<file path="src/sv/xcr_pkg.sv">
`default_nettype none
package xcr_pkg;

   localparam int unsigned PAYLOAD_LEN = 128;

   localparam int unsigned BYTE_W    = 8;
   localparam int unsigned CRC_W     = 16;
   localparam int unsigned CNT_W     = 32;
   localparam int unsigned CSR_IDX_W = 1;
   localparam int unsigned VERDICT_W = 2;
   localparam int unsigned STATUS_W  = 3;

   localparam logic [CRC_W-1:0] CRC_POLY = 16'h1021;

   localparam logic [BYTE_W-1:0] CH_SOH  = 8'h01;
   localparam logic [BYTE_W-1:0] CH_EOT  = 8'h04;
   localparam logic [BYTE_W-1:0] CH_ACK  = 8'h06;
   localparam logic [BYTE_W-1:0] CH_CAN  = 8'h18;
   localparam logic [BYTE_W-1:0] CH_POLL = 8'h43;

   localparam logic [CSR_IDX_W-1:0] CSR_POLL_INTERVAL = 1'd0;
   localparam logic [CSR_IDX_W-1:0] CSR_BYTE_TIMEOUT  = 1'd1;

   localparam logic [CNT_W-1:0] POLL_INTERVAL_RST = 32'd500000;
   localparam logic [CNT_W-1:0] BYTE_TIMEOUT_RST  = 32'd10000000;

   localparam logic [VERDICT_W-1:0] VERDICT_NONE   = 2'd0;
   localparam logic [VERDICT_W-1:0] VERDICT_ACCEPT = 2'd1;
   localparam logic [VERDICT_W-1:0] VERDICT_REJECT = 2'd2;

   localparam logic [STATUS_W-1:0] STATUS_ACTIVE    = 3'd0;
   localparam logic [STATUS_W-1:0] STATUS_EOT       = 3'd1;
   localparam logic [STATUS_W-1:0] STATUS_CANCELLED = 3'd2;
   localparam logic [STATUS_W-1:0] STATUS_BAD_PKT   = 3'd3;
   localparam logic [STATUS_W-1:0] STATUS_TIMEOUT   = 3'd4;

   localparam logic REQ_BYTE = 1'b0;
   localparam logic REQ_TICK = 1'b1;

   typedef struct packed {
      logic              req_type;
      logic [BYTE_W-1:0] rx_byte;
   } item_type;

   typedef struct packed {
      logic                 data_valid;
      logic [BYTE_W-1:0]    data_byte;
      logic                 data_last;
      logic                 tx_valid;
      logic [BYTE_W-1:0]    tx_byte;
      logic [VERDICT_W-1:0] packet_verdict;
      logic [STATUS_W-1:0]  session_status;
   } result_type;

endpackage
`default_nettype wire

</file>
<file path="src/sv/xcr_ifs.sv">
`default_nettype none
interface xcr_req_if;
   logic                       valid;
   logic                       ready;
   logic                       req_type;
   logic [xcr_pkg::BYTE_W-1:0] rx_byte;
   modport source(output valid, req_type, rx_byte, input ready);
   modport sink(input valid, req_type, rx_byte, output ready);
endinterface

interface xcr_rsp_if;
   logic                          valid;
   logic                          ready;
   logic                          data_valid;
   logic [xcr_pkg::BYTE_W-1:0]    data_byte;
   logic                          data_last;
   logic                          tx_valid;
   logic [xcr_pkg::BYTE_W-1:0]    tx_byte;
   logic [xcr_pkg::VERDICT_W-1:0] packet_verdict;
   logic [xcr_pkg::STATUS_W-1:0]  session_status;
   modport source(output valid, data_valid, data_byte, data_last, tx_valid, tx_byte,
                  packet_verdict, session_status, input ready);
   modport sink(input valid, data_valid, data_byte, data_last, tx_valid, tx_byte,
                packet_verdict, session_status, output ready);
endinterface

interface xcr_csr_if;
   logic                          valid;
   logic                          ready;
   logic [xcr_pkg::CSR_IDX_W-1:0] index;
   logic [xcr_pkg::CNT_W-1:0]     data;
   modport source(output valid, index, data, input ready);
   modport sink(input valid, index, data, output ready);
endinterface
`default_nettype wire

</file>
<file path="src/sv/xcr_crc16.sv">
`default_nettype none
module xcr_crc16 (
   input  wire logic [xcr_pkg::CRC_W-1:0]  crc_cur,
   input  wire logic [xcr_pkg::BYTE_W-1:0] data,
   output logic      [xcr_pkg::CRC_W-1:0]  crc_nxt
);

   always_comb begin
      logic [xcr_pkg::CRC_W-1:0] c;
      c = crc_cur ^ {data, {(xcr_pkg::CRC_W - xcr_pkg::BYTE_W){1'b0}}};
      for (int i = 0; i < xcr_pkg::BYTE_W; i++) begin
         if (c[xcr_pkg::CRC_W-1]) begin
            c = {c[xcr_pkg::CRC_W-2:0], 1'b0} ^ xcr_pkg::CRC_POLY;
         end else begin
            c = {c[xcr_pkg::CRC_W-2:0], 1'b0};
         end
      end
      crc_nxt = c;
   end

endmodule
`default_nettype wire

</file>
<file path="src/sv/xcr_ctrl.sv">
`default_nettype none
module xcr_ctrl (
   input  wire logic                      clock,
   input  wire logic                      reset,
   input  wire logic                      step,
   input  wire xcr_pkg::item_type         item,
   input  wire logic [xcr_pkg::CNT_W-1:0] poll_interval,
   input  wire logic [xcr_pkg::CNT_W-1:0] byte_timeout,
   output logic                           res_vld,
   output xcr_pkg::result_type            res
);

   localparam logic [2:0] PH_WAIT = 3'd0;
   localparam logic [2:0] PH_LEAD = 3'd1;
   localparam logic [2:0] PH_SEQ1 = 3'd2;
   localparam logic [2:0] PH_SEQ2 = 3'd3;
   localparam logic [2:0] PH_DATA = 3'd4;
   localparam logic [2:0] PH_CRCH = 3'd5;
   localparam logic [2:0] PH_CRCL = 3'd6;
   localparam logic [2:0] PH_DONE = 3'd7;

   localparam int unsigned BW = xcr_pkg::BYTE_W;
   localparam int unsigned CW = xcr_pkg::CNT_W;
   localparam logic [BW:0] PAYLOAD_LEN_W = (BW+1)'(xcr_pkg::PAYLOAD_LEN);

   logic [2:0]                phase_ff, phase_in;
   logic [BW-1:0]             expected_seq_ff, expected_seq_in;
   logic [BW-1:0]             seq_first_ff, seq_first_in;
   logic [BW-1:0]             seq_second_ff, seq_second_in;
   logic [xcr_pkg::CRC_W-1:0] running_crc_ff, running_crc_in;
   logic [BW-1:0]             crc_high_ff, crc_high_in;
   logic [BW-1:0]             byte_count_ff, byte_count_in;
   logic [CW-1:0]             poll_counter_ff, poll_counter_in;
   logic [CW-1:0]             idle_counter_ff, idle_counter_in;

   logic [xcr_pkg::CRC_W-1:0] crc_nxt;
   logic                      is_tick;
   logic [BW-1:0]             rx;
   logic [2:0]                lead_phase;
   xcr_pkg::result_type       lead_res;
   logic                      lead_vld;
   logic [CW:0]               poll_sum;
   logic [CW-1:0]             idle_sum;
   logic [BW:0]               count_sum;
   logic                      pkt_ok;

   xcr_crc16 u_crc (
      .crc_cur (running_crc_ff),
      .data    (rx),
      .crc_nxt (crc_nxt)
   );

   assign is_tick   = (item.req_type == xcr_pkg::REQ_TICK);
   assign rx        = item.rx_byte;
   assign poll_sum  = {1'b0, poll_counter_ff} + (CW+1)'(1);
   assign idle_sum  = idle_counter_ff + CW'(1);
   assign count_sum = {1'b0, byte_count_ff} + (BW+1)'(1);
   assign pkt_ok    = ({crc_high_ff, rx} == running_crc_ff) &&
                      (seq_first_ff == expected_seq_ff) &&
                      (seq_second_ff == ~expected_seq_ff);

   // lead byte: SOH opens a packet, EOT ends cleanly, anything else cancels
   always_comb begin
      lead_res = '0;
      lead_vld = 1'b1;
      if (rx == xcr_pkg::CH_SOH) begin
         lead_phase = PH_SEQ1;
         lead_vld   = 1'b0;
      end else if (rx == xcr_pkg::CH_EOT) begin
         lead_phase              = PH_DONE;
         lead_res.tx_valid       = 1'b1;
         lead_res.tx_byte        = xcr_pkg::CH_ACK;
         lead_res.session_status = xcr_pkg::STATUS_EOT;
      end else begin
         lead_phase              = PH_DONE;
         lead_res.session_status = xcr_pkg::STATUS_CANCELLED;
      end
   end

   always_comb begin
      phase_in        = phase_ff;
      expected_seq_in = expected_seq_ff;
      seq_first_in    = seq_first_ff;
      seq_second_in   = seq_second_ff;
      running_crc_in  = running_crc_ff;
      crc_high_in     = crc_high_ff;
      byte_count_in   = byte_count_ff;
      poll_counter_in = poll_counter_ff;
      idle_counter_in = idle_counter_ff;
      res_vld         = 1'b0;
      res             = '0;
      if (step && phase_ff != PH_DONE) begin
         if (phase_ff == PH_WAIT) begin
            if (is_tick) begin
               poll_counter_in = (poll_sum >= {1'b0, poll_interval}) ? '0 : poll_sum[CW-1:0];
               if (poll_counter_ff == '0) begin
                  res_vld      = 1'b1;
                  res.tx_valid = 1'b1;
                  res.tx_byte  = xcr_pkg::CH_POLL;
               end
            end else if (rx != '0) begin
               idle_counter_in = '0;
               phase_in        = lead_phase;
               res_vld         = lead_vld;
               res             = lead_res;
            end
         end else if (is_tick) begin
            idle_counter_in = idle_sum;
            if (idle_sum >= byte_timeout) begin
               phase_in           = PH_DONE;
               res_vld            = 1'b1;
               res.session_status = xcr_pkg::STATUS_TIMEOUT;
            end
         end else begin
            idle_counter_in = '0;
            unique case (phase_ff)
               PH_LEAD: begin
                  phase_in = lead_phase;
                  res_vld  = lead_vld;
                  res      = lead_res;
               end
               PH_SEQ1: begin
                  seq_first_in = rx;
                  phase_in     = PH_SEQ2;
               end
               PH_SEQ2: begin
                  seq_second_in  = rx;
                  running_crc_in = '0;
                  byte_count_in  = '0;
                  phase_in       = PH_DATA;
               end
               PH_DATA: begin
                  running_crc_in = crc_nxt;
                  byte_count_in  = count_sum[BW-1:0];
                  if (count_sum >= PAYLOAD_LEN_W) begin
                     phase_in      = PH_CRCH;
                     res.data_last = 1'b1;
                  end
                  res_vld        = 1'b1;
                  res.data_valid = 1'b1;
                  res.data_byte  = rx;
               end
               PH_CRCH: begin
                  crc_high_in = rx;
                  phase_in    = PH_CRCL;
               end
               default: begin
                  res_vld      = 1'b1;
                  res.tx_valid = 1'b1;
                  if (pkt_ok) begin
                     expected_seq_in    = expected_seq_ff + BW'(1);
                     phase_in           = PH_LEAD;
                     res.tx_byte        = xcr_pkg::CH_ACK;
                     res.packet_verdict = xcr_pkg::VERDICT_ACCEPT;
                  end else begin
                     phase_in           = PH_DONE;
                     res.tx_byte        = xcr_pkg::CH_CAN;
                     res.packet_verdict = xcr_pkg::VERDICT_REJECT;
                     res.session_status = xcr_pkg::STATUS_BAD_PKT;
                  end
               end
            endcase
         end
      end
   end

   always_ff @(posedge clock) begin
      if (reset) begin
         phase_ff        <= PH_WAIT;
         expected_seq_ff <= BW'(1);
         seq_first_ff    <= '0;
         seq_second_ff   <= '0;
         running_crc_ff  <= '0;
         crc_high_ff     <= '0;
         byte_count_ff   <= '0;
         poll_counter_ff <= '0;
         idle_counter_ff <= '0;
      end else begin
         phase_ff        <= phase_in;
         expected_seq_ff <= expected_seq_in;
         seq_first_ff    <= seq_first_in;
         seq_second_ff   <= seq_second_in;
         running_crc_ff  <= running_crc_in;
         crc_high_ff     <= crc_high_in;
         byte_count_ff   <= byte_count_in;
         poll_counter_ff <= poll_counter_in;
         idle_counter_ff <= idle_counter_in;
      end
   end

   a_done_silent: assert property (@(posedge clock) disable iff (reset)
      phase_ff == PH_DONE |-> !res_vld)
      else $error("item produced after session end");

   a_end_to_done: assert property (@(posedge clock) disable iff (reset)
      res_vld && res.session_status != xcr_pkg::STATUS_ACTIVE |=> phase_ff == PH_DONE)
      else $error("session end reported but phase not closed");

   a_seq_advance: assert property (@(posedge clock) disable iff (reset)
      res_vld && res.packet_verdict == xcr_pkg::VERDICT_ACCEPT
      |=> expected_seq_ff == $past(expected_seq_ff) + BW'(1))
      else $error("sequence not advanced on accepted packet");

   a_last_in_data: assert property (@(posedge clock) disable iff (reset)
      res_vld && res.data_last |-> res.data_valid && phase_ff == PH_DATA)
      else $error("last flag outside payload");

endmodule
`default_nettype wire

</file>
<file path="src/sv/xmodem_crc_receiver_unit.sv">
// XMODEM-CRC receiver. One item per clock while the result side is not stalled: a
// received byte or a time tick enters an input register, is worked by the state update
// (CRC-16 over one byte) and leaves through a one-deep result register; a result that
// waits on a stalled output holds the next item in the input register. Most items give
// no result. The user is to write registers poll_interval (index 0) and byte_timeout
// (index 1) only while idle; the block itself does not enforce this. The write port is
// always ready. Once a session ends the block stays silent until reset.
`default_nettype none
module xmodem_crc_receiver_unit (
   input  wire logic  clock,
   input  wire logic  reset,
   xcr_req_if.sink    req_ch,
   xcr_rsp_if.source  rsp_ch,
   xcr_csr_if.sink    csr_ch
);

   logic                      in_vld_ff, in_vld_in;
   xcr_pkg::item_type         in_item_ff, in_item_in;
   logic                      out_vld_ff, out_vld_in;
   xcr_pkg::result_type       out_res_ff, out_res_in;
   logic [xcr_pkg::CNT_W-1:0] poll_interval_ff, poll_interval_in;
   logic [xcr_pkg::CNT_W-1:0] byte_timeout_ff, byte_timeout_in;

   logic                step;
   logic                req_take;
   logic                res_vld;
   xcr_pkg::result_type res;

   assign step     = in_vld_ff && (!out_vld_ff || rsp_ch.ready);
   assign req_take = req_ch.valid && req_ch.ready;

   assign req_ch.ready = !in_vld_ff || step;
   assign csr_ch.ready = 1'b1;

   xcr_ctrl u_ctrl (
      .clock         (clock),
      .reset         (reset),
      .step          (step),
      .item          (in_item_ff),
      .poll_interval (poll_interval_ff),
      .byte_timeout  (byte_timeout_ff),
      .res_vld       (res_vld),
      .res           (res)
   );

   always_comb begin
      in_vld_in  = in_vld_ff;
      in_item_in = in_item_ff;
      if (req_take) begin
         in_vld_in           = 1'b1;
         in_item_in.req_type = req_ch.req_type;
         in_item_in.rx_byte  = req_ch.rx_byte;
      end else if (step) begin
         in_vld_in = 1'b0;
      end

      out_vld_in = out_vld_ff;
      out_res_in = out_res_ff;
      if (step && res_vld) begin
         out_vld_in = 1'b1;
         out_res_in = res;
      end else if (rsp_ch.ready) begin
         out_vld_in = 1'b0;
      end

      poll_interval_in = poll_interval_ff;
      byte_timeout_in  = byte_timeout_ff;
      if (csr_ch.valid) begin
         unique case (csr_ch.index)
            xcr_pkg::CSR_POLL_INTERVAL: poll_interval_in = csr_ch.data;
            xcr_pkg::CSR_BYTE_TIMEOUT:  byte_timeout_in  = csr_ch.data;
            default: ;
         endcase
      end
   end

   always_ff @(posedge clock) begin
      if (reset) begin
         in_vld_ff        <= 1'b0;
         out_vld_ff       <= 1'b0;
         poll_interval_ff <= xcr_pkg::POLL_INTERVAL_RST;
         byte_timeout_ff  <= xcr_pkg::BYTE_TIMEOUT_RST;
      end else begin
         in_vld_ff        <= in_vld_in;
         out_vld_ff       <= out_vld_in;
         poll_interval_ff <= poll_interval_in;
         byte_timeout_ff  <= byte_timeout_in;
      end
   end

   always_ff @(posedge clock) begin
      in_item_ff <= in_item_in;
      out_res_ff <= out_res_in;
   end

   assign rsp_ch.valid          = out_vld_ff;
   assign rsp_ch.data_valid     = out_res_ff.data_valid;
   assign rsp_ch.data_byte      = out_res_ff.data_byte;
   assign rsp_ch.data_last      = out_res_ff.data_last;
   assign rsp_ch.tx_valid       = out_res_ff.tx_valid;
   assign rsp_ch.tx_byte        = out_res_ff.tx_byte;
   assign rsp_ch.packet_verdict = out_res_ff.packet_verdict;
   assign rsp_ch.session_status = out_res_ff.session_status;

   a_no_overwrite: assert property (@(posedge clock) disable iff (reset)
      out_vld_ff && !rsp_ch.ready |-> !step)
      else $error("pending result overwritten");

   a_item_held: assert property (@(posedge clock) disable iff (reset)
      in_vld_ff && !step |=> in_vld_ff && in_item_ff == $past(in_item_ff))
      else $error("unprocessed item lost");

   a_take_empty: assert property (@(posedge clock) disable iff (reset)
      req_take |-> !in_vld_ff || step)
      else $error("item taken into a full input register");

endmodule
`default_nettype wire

</file>
<file path="src/flat_wrapper.sv">
// flat-port wrapper written by rule: the top's interface ports become plain ports
module xmodem_crc_receiver_unit_flat 
  (clock, reset, req_ch_valid, req_ch_req_type, req_ch_rx_byte, req_ch_ready, rsp_ch_valid, rsp_ch_data_valid, rsp_ch_data_byte, rsp_ch_data_last, rsp_ch_tx_valid, rsp_ch_tx_byte, rsp_ch_packet_verdict, rsp_ch_session_status, rsp_ch_ready, csr_ch_valid, csr_ch_index, csr_ch_data, csr_ch_ready);
  xcr_req_if req_ch_i ();
  xcr_rsp_if rsp_ch_i ();
  xcr_csr_if csr_ch_i ();
  input  wire logic clock;
  input  wire logic reset;
  input wire logic [$bits(req_ch_i.valid)-1:0] req_ch_valid;
  input wire logic [$bits(req_ch_i.req_type)-1:0] req_ch_req_type;
  input wire logic [$bits(req_ch_i.rx_byte)-1:0] req_ch_rx_byte;
  output wire logic [$bits(req_ch_i.ready)-1:0] req_ch_ready;
  output wire logic [$bits(rsp_ch_i.valid)-1:0] rsp_ch_valid;
  output wire logic [$bits(rsp_ch_i.data_valid)-1:0] rsp_ch_data_valid;
  output wire logic [$bits(rsp_ch_i.data_byte)-1:0] rsp_ch_data_byte;
  output wire logic [$bits(rsp_ch_i.data_last)-1:0] rsp_ch_data_last;
  output wire logic [$bits(rsp_ch_i.tx_valid)-1:0] rsp_ch_tx_valid;
  output wire logic [$bits(rsp_ch_i.tx_byte)-1:0] rsp_ch_tx_byte;
  output wire logic [$bits(rsp_ch_i.packet_verdict)-1:0] rsp_ch_packet_verdict;
  output wire logic [$bits(rsp_ch_i.session_status)-1:0] rsp_ch_session_status;
  input wire logic [$bits(rsp_ch_i.ready)-1:0] rsp_ch_ready;
  input wire logic [$bits(csr_ch_i.valid)-1:0] csr_ch_valid;
  input wire logic [$bits(csr_ch_i.index)-1:0] csr_ch_index;
  input wire logic [$bits(csr_ch_i.data)-1:0] csr_ch_data;
  output wire logic [$bits(csr_ch_i.ready)-1:0] csr_ch_ready;
  assign req_ch_i.valid = req_ch_valid;
  assign req_ch_i.req_type = req_ch_req_type;
  assign req_ch_i.rx_byte = req_ch_rx_byte;
  assign req_ch_ready = req_ch_i.ready;
  assign rsp_ch_valid = rsp_ch_i.valid;
  assign rsp_ch_data_valid = rsp_ch_i.data_valid;
  assign rsp_ch_data_byte = rsp_ch_i.data_byte;
  assign rsp_ch_data_last = rsp_ch_i.data_last;
  assign rsp_ch_tx_valid = rsp_ch_i.tx_valid;
  assign rsp_ch_tx_byte = rsp_ch_i.tx_byte;
  assign rsp_ch_packet_verdict = rsp_ch_i.packet_verdict;
  assign rsp_ch_session_status = rsp_ch_i.session_status;
  assign rsp_ch_i.ready = rsp_ch_ready;
  assign csr_ch_i.valid = csr_ch_valid;
  assign csr_ch_i.index = csr_ch_index;
  assign csr_ch_i.data = csr_ch_data;
  assign csr_ch_ready = csr_ch_i.ready;
  xmodem_crc_receiver_unit u_core (.clock(clock), .reset(reset), .req_ch(req_ch_i), .rsp_ch(rsp_ch_i), .csr_ch(csr_ch_i));
endmodule
</file>
<file path="config.mk">
export PLATFORM = sky130hd
export DESIGN_NAME = xmodem_crc_receiver_unit_flat
export DESIGN_NICKNAME = d
export VERILOG_FILES = /design/src/sv/xcr_pkg.sv /design/src/sv/xcr_ifs.sv /design/src/sv/xcr_crc16.sv /design/src/sv/xcr_ctrl.sv /design/src/sv/xmodem_crc_receiver_unit.sv /design/src/flat_wrapper.sv
export SDC_FILE = /design/constraint.sdc
export NUM_CORES = 1
export LEC_CHECK = 0
export ABC_AREA = 0
export BUFFER_PORTS_ARGS = -buffer_cell sky130_fd_sc_hd__buf_2
export CAP_MARGIN = 20
export CORE_MARGIN = 2
export CORE_UTILIZATION = 39
export DETAILED_ROUTE_END_ITERATION = 12
export GPL_TIMING_DRIVEN = 0
export SYNTH_ARGS = -nofsm -noshare
export SYNTH_HDL_FRONTEND = slang
export SYNTH_HIERARCHICAL = 1
export SYNTH_SLANG_ARGS = --single-unit
</file>
<file path="constraint.sdc">
create_clock -name clock -period 6.7 [get_ports clock]
set_input_delay 0 -clock clock [delete_from_list [all_inputs] [get_ports clock]]
set_output_delay 0 -clock clock [all_outputs]
set_load 0.02 [all_outputs]
</file>
==> out/results.md <==
• flip-flop to flip-flop — critical path start-end classification
• 0 — Max Cap Violations
• req_ch_rx_byte[3] — Worst Hold Launch
• dfxtp_1 — most numerous cell in the Yosys netlist
• 0% — Post-synth ARST share
• 2 — Hold Path Depth
• 5 — TritonRoute pass-1 iters
• 17.1 um — average wire per cell in the routed design
• 29.8% — Synth top area share
• 0 — DRC Markers
• 34000 um2 — total die area
• flip-flop — startpoint type of the worst setup path
• 33 — number of enable-type register cells in the synthesized netlist
• primary input to flip-flop — Hold Crit Class
• 5.22 ns — Tmin final
• u_core/u_ctrl/idle_counter_ff[0] — reg2reg start
• 37.6% — part of the Yosys area used for sequential elements
• 0 — number of pins with negative max-slew slack in the final report
• dfxtp_1, edfxtp_1, ha_1 — top cells by area, synth
• 46.3% — share of the core filled with cells
• 1.48 ns — Register-to-Register Setup Slack
• clkbuf_16 — cell at the root of the clock tree
• 3 — maximum buffer depth of the clock tree
• 3151 — FILL cells
• 0 — Finish-stage setup viols
• 14 — maximum number of pins on one net before global-route repair
• 27 — number of buffers created by CTS
• 0 — number of hold violations in the final report
• 78.0% — fraction of the cycle the final worst path needs
• 2023 — count of non-filler cells in the finished layout
• u_core/u_ctrl/idle_counter_ff[0] — launch point of the worst path
• 72 — I/O Buffers
• 1680 — nets@finish
• 20.1% — GR Util All Layers
• 9954 — vias in the first global route
• u_core/rsp_ch.tx_byte[0] — Reg-to-Reg End
• 36.3% — Max-slew headroom
• 2 — count of buffering cells on the critical path with inverters included
• 1 — H-tree levels
• no — setup repair after global routing missed its margin
• 54100 um — global-route wire length before repair
• 222 — FF+latch count, synth
• 5.27 — Vias/cell
• 0.06 ns — clock transition at the registers of the reported paths
• completed — result of the run
• ha_1 > and3_1 > and3_1 > buf_6 > nand3_2 > nor3_2 > nand3_1 > xnor2_1 > ha_1 > and4_1 > nand3_1 > o211ai_1 > a31oi_1 > a221oi_1 > nand2_1 > nor2b_2 > buf_8 — worst-path cell chain
• 14900 um2 — post-route design area
• 5.47 ns — endpoint arrival time on the critical path
• 0 — leftover overflow at the end of global routing
• built — TritonCTS clock tree
• 8.99 um2 — syn avg cell area
• dfxtp_1 — biggest area consumer among synthesized cells
• 0 ns — Fin Setup TNS
• 1.48 ns — setup slack after layout
• nor2b_2 — worst-path cell with the longest stage delay
• 0.00973 ns — setup skew after layout
• 0.73 ns — longest individual stage delay on the worst path
• 17 — number of cells on the worst reg-to-reg path
• dfxtp_1 — Main synth FF type
• 222 — CTS Sinks
• 12.1% — fraction of final layout cells with drive strength greater than 1
• 0 — buffers inserted by post-CTS timing repair
• 6.95 ns — worst path required time
• 184 um — Die Span Y
• 12700 um2 — synthesized area
• u_core/in_item_ff[3] — Endpoint, Worst Hold
• 17.7% — growth of design area from synthesis to finish
• 47 — hold buffers post-CTS
• 1.56 ns — post-placement setup slack
• 76 — number of different library cells in the post-synthesis netlist
• 0.951 ns — worst-margin pin slew
• 0 — initial antenna violation count
• 0.881 — final estimated routing congestion in global placement
• 191 MHz — peak clock frequency supported by timing
• 39.3% — Initial Utilization
• 208 nW/um2 — power per cell area
• 861 — DRC marker count from the first detailed-route iteration
• 66 — Std-Cell Rows
• 0 — number of nets still failing antenna checks after routing
• 34600 um — sum of routed wire length over all layers
• 6 — number of warnings reported in the yosys synthesis log
• 1412 — cells after synthesis
• flip-flop — Crit. End Element
• 10700 — total vias in the final route
• 13600 um2 — area of placed instances
• 0.000192 V — Max rail drop VDD
• 0.55 ns — clock insertion delay at the later pin of the skew report
• 13 — critical-path maximum fanout
• simple AND/OR/NAND/NOR gates — kind of cell adding the most delay to the critical path
• 74 — number of top-level pins
• 0 — Resized Gates After CTS
• 0 — number of antenna repair diodes
• 6.20 nW — leakage power
• dfxtp_1, nor2_1, inv_1 — most frequent cells after synthesis
• 25300 um — HPWL after detailed placement
• 32300 um2 — area of the core
• 1928 — Cell Count Post-Placement
• 184 um — width of the die
==> per-stage QoR <==
stage,power (mW),hold WS [ns]
after floorplan,1.61,0.0989
after global placement,1.70,0.177
after detailed placement,1.70,0.178
after CTS,3.14,0.133
after global routing,3.23,0.157
final,3.11,0.159
==> flip-flops by register name (all words and copies together) (netlist names), 2 cells and up <==
signal                         flops
u_core/rsp_ch.packet_verdict       2
u_core/u_ctrl/poll_counter_ff     32
u_core/u_ctrl/idle_counter_ff     32
u_core/rsp_ch.data_byte            8
u_core/u_ctrl/byte_count_ff        8
u_core/poll_interval_ff           32
u_core/byte_timeout_ff            32
u_core/in_item_ff                  9
u_core/u_ctrl/phase_ff             3
u_core/rsp_ch.tx_byte              8
u_core/rsp_ch.session_status       3
u_core/u_ctrl/seq_first_ff         8
u_core/u_ctrl/running_crc_ff      16
u_core/u_ctrl/crc_high_ff          8
u_core/u_ctrl/expected_seq_ff      8
u_core/u_ctrl/seq_second_ff        8
==> cell usage in the layout (no fill, tap or decap), types with 22 or more instances in the layout <==
cell type | synthesis | layout
nand4_1 | 29 | 29
nand2b_1 | 67 | 67
ha_1 | 71 | 71
nor2_1 | 160 | 160
and3_1 | 24 | 24
a21oi_1 | 72 | 72
buf_2 | 19 | 91
xnor2_1 | 51 | 51
mux2i_1 | 69 | 69
dfxtp_1 | 189 | 189
nand3_1 | 43 | 43
clkbuf_16 | 0 | 28
o21ai_0 | 42 | 42
inv_1 | 78 | 78
and2_1 | 22 | 22
edfxtp_1 | 33 | 33
nand2_1 | 70 | 70
xor2_1 | 46 | 46
clkbuf_1 | 47 | 52
dlygate4sd3_1 | 0 | 47
a22oi_1 | 34 | 34
==> routing by layer <==
| metal | wire length (um) | up-vias | GRT usage (%) |
|---|---|---|---|
| met4 | 922 | 0 | 6.05 |
| li1 | - | 5276 | - |
| met3 | 1780 | 58 | 2.90 |
| met2 | 15500 | 265 | 32.2 |
| met1 | 16500 | 5064 | 28.1 |
| met5 | 0 | - | 0 |
==> area by class of cell <==
class,instances,area (um2),area share [%]
buffer,84,439,2.94
multi-input combinational,1029,7190,48.1
clock inverter,13,97.6,0.653
sequential,222,4770,32.0
inverter,78,293,1.96
tap,442,553,3.70
clock buffer,35,747,5.00
timing repair buffer,120,846,5.66
==> power by group <==
group	internal, mW	switching, mW
clock	0.821	0.589
combinational	0.122	0.168
sequential	1.38	0.0241
==> kinds of logic after synthesis <==
| logic type | share of synthesized area, % |
|---|---|
| buffers and inverters | 5.77 |
| other | 0.0592 |
| flip-flops | 37.6 |
| AND/OR/NAND/NOR | 22.3 |
| XOR/XNOR | 9.02 |
| adder cells (fa/ha/maj) | 7.00 |
| AO/OA/AOI/OAI | 12.8 |
| multiplexers | 5.44 |
==> worst register-to-register path, stage by stage, from the launching register on <==
cell      delay, ns
dfxtp_1        0.42
ha_1           0.25
and3_1         0.22
and3_1         0.19
buf_6          0.14
nand3_2        0.13
nor3_2         0.38
nand3_1        0.17
xnor2_1        0.16
ha_1           0.32
and4_1         0.21
nand3_1        0.08
o211ai_1       0.17
a31oi_1        0.31
a221oi_1       0.63
nand2_1        0.16
nor2b_2        0.73
buf_8          0.26
==> how the worst max path moves through the flow <==
stage / end / slack (ns) / cells after the start
6_report: u_core/rsp_ch.tx_byte[0] / 1.48 / 17
5_1_grt: u_core/rsp_ch.session_status[0] / 1.19 / 17
3_3_place_gp: u_core/rsp_ch.data_last / 0.57 / 16
3_5_place_dp: u_core/rsp_ch.tx_byte[6] / 1.56 / 17
2_1_floorplan: u_core/rsp_ch.data_byte[0] / 2.12 / 16
4_1_cts: u_core/rsp_ch.tx_byte[6] / 1.50 / 17
Note: power is estimated with default switching activity, not from simulation.
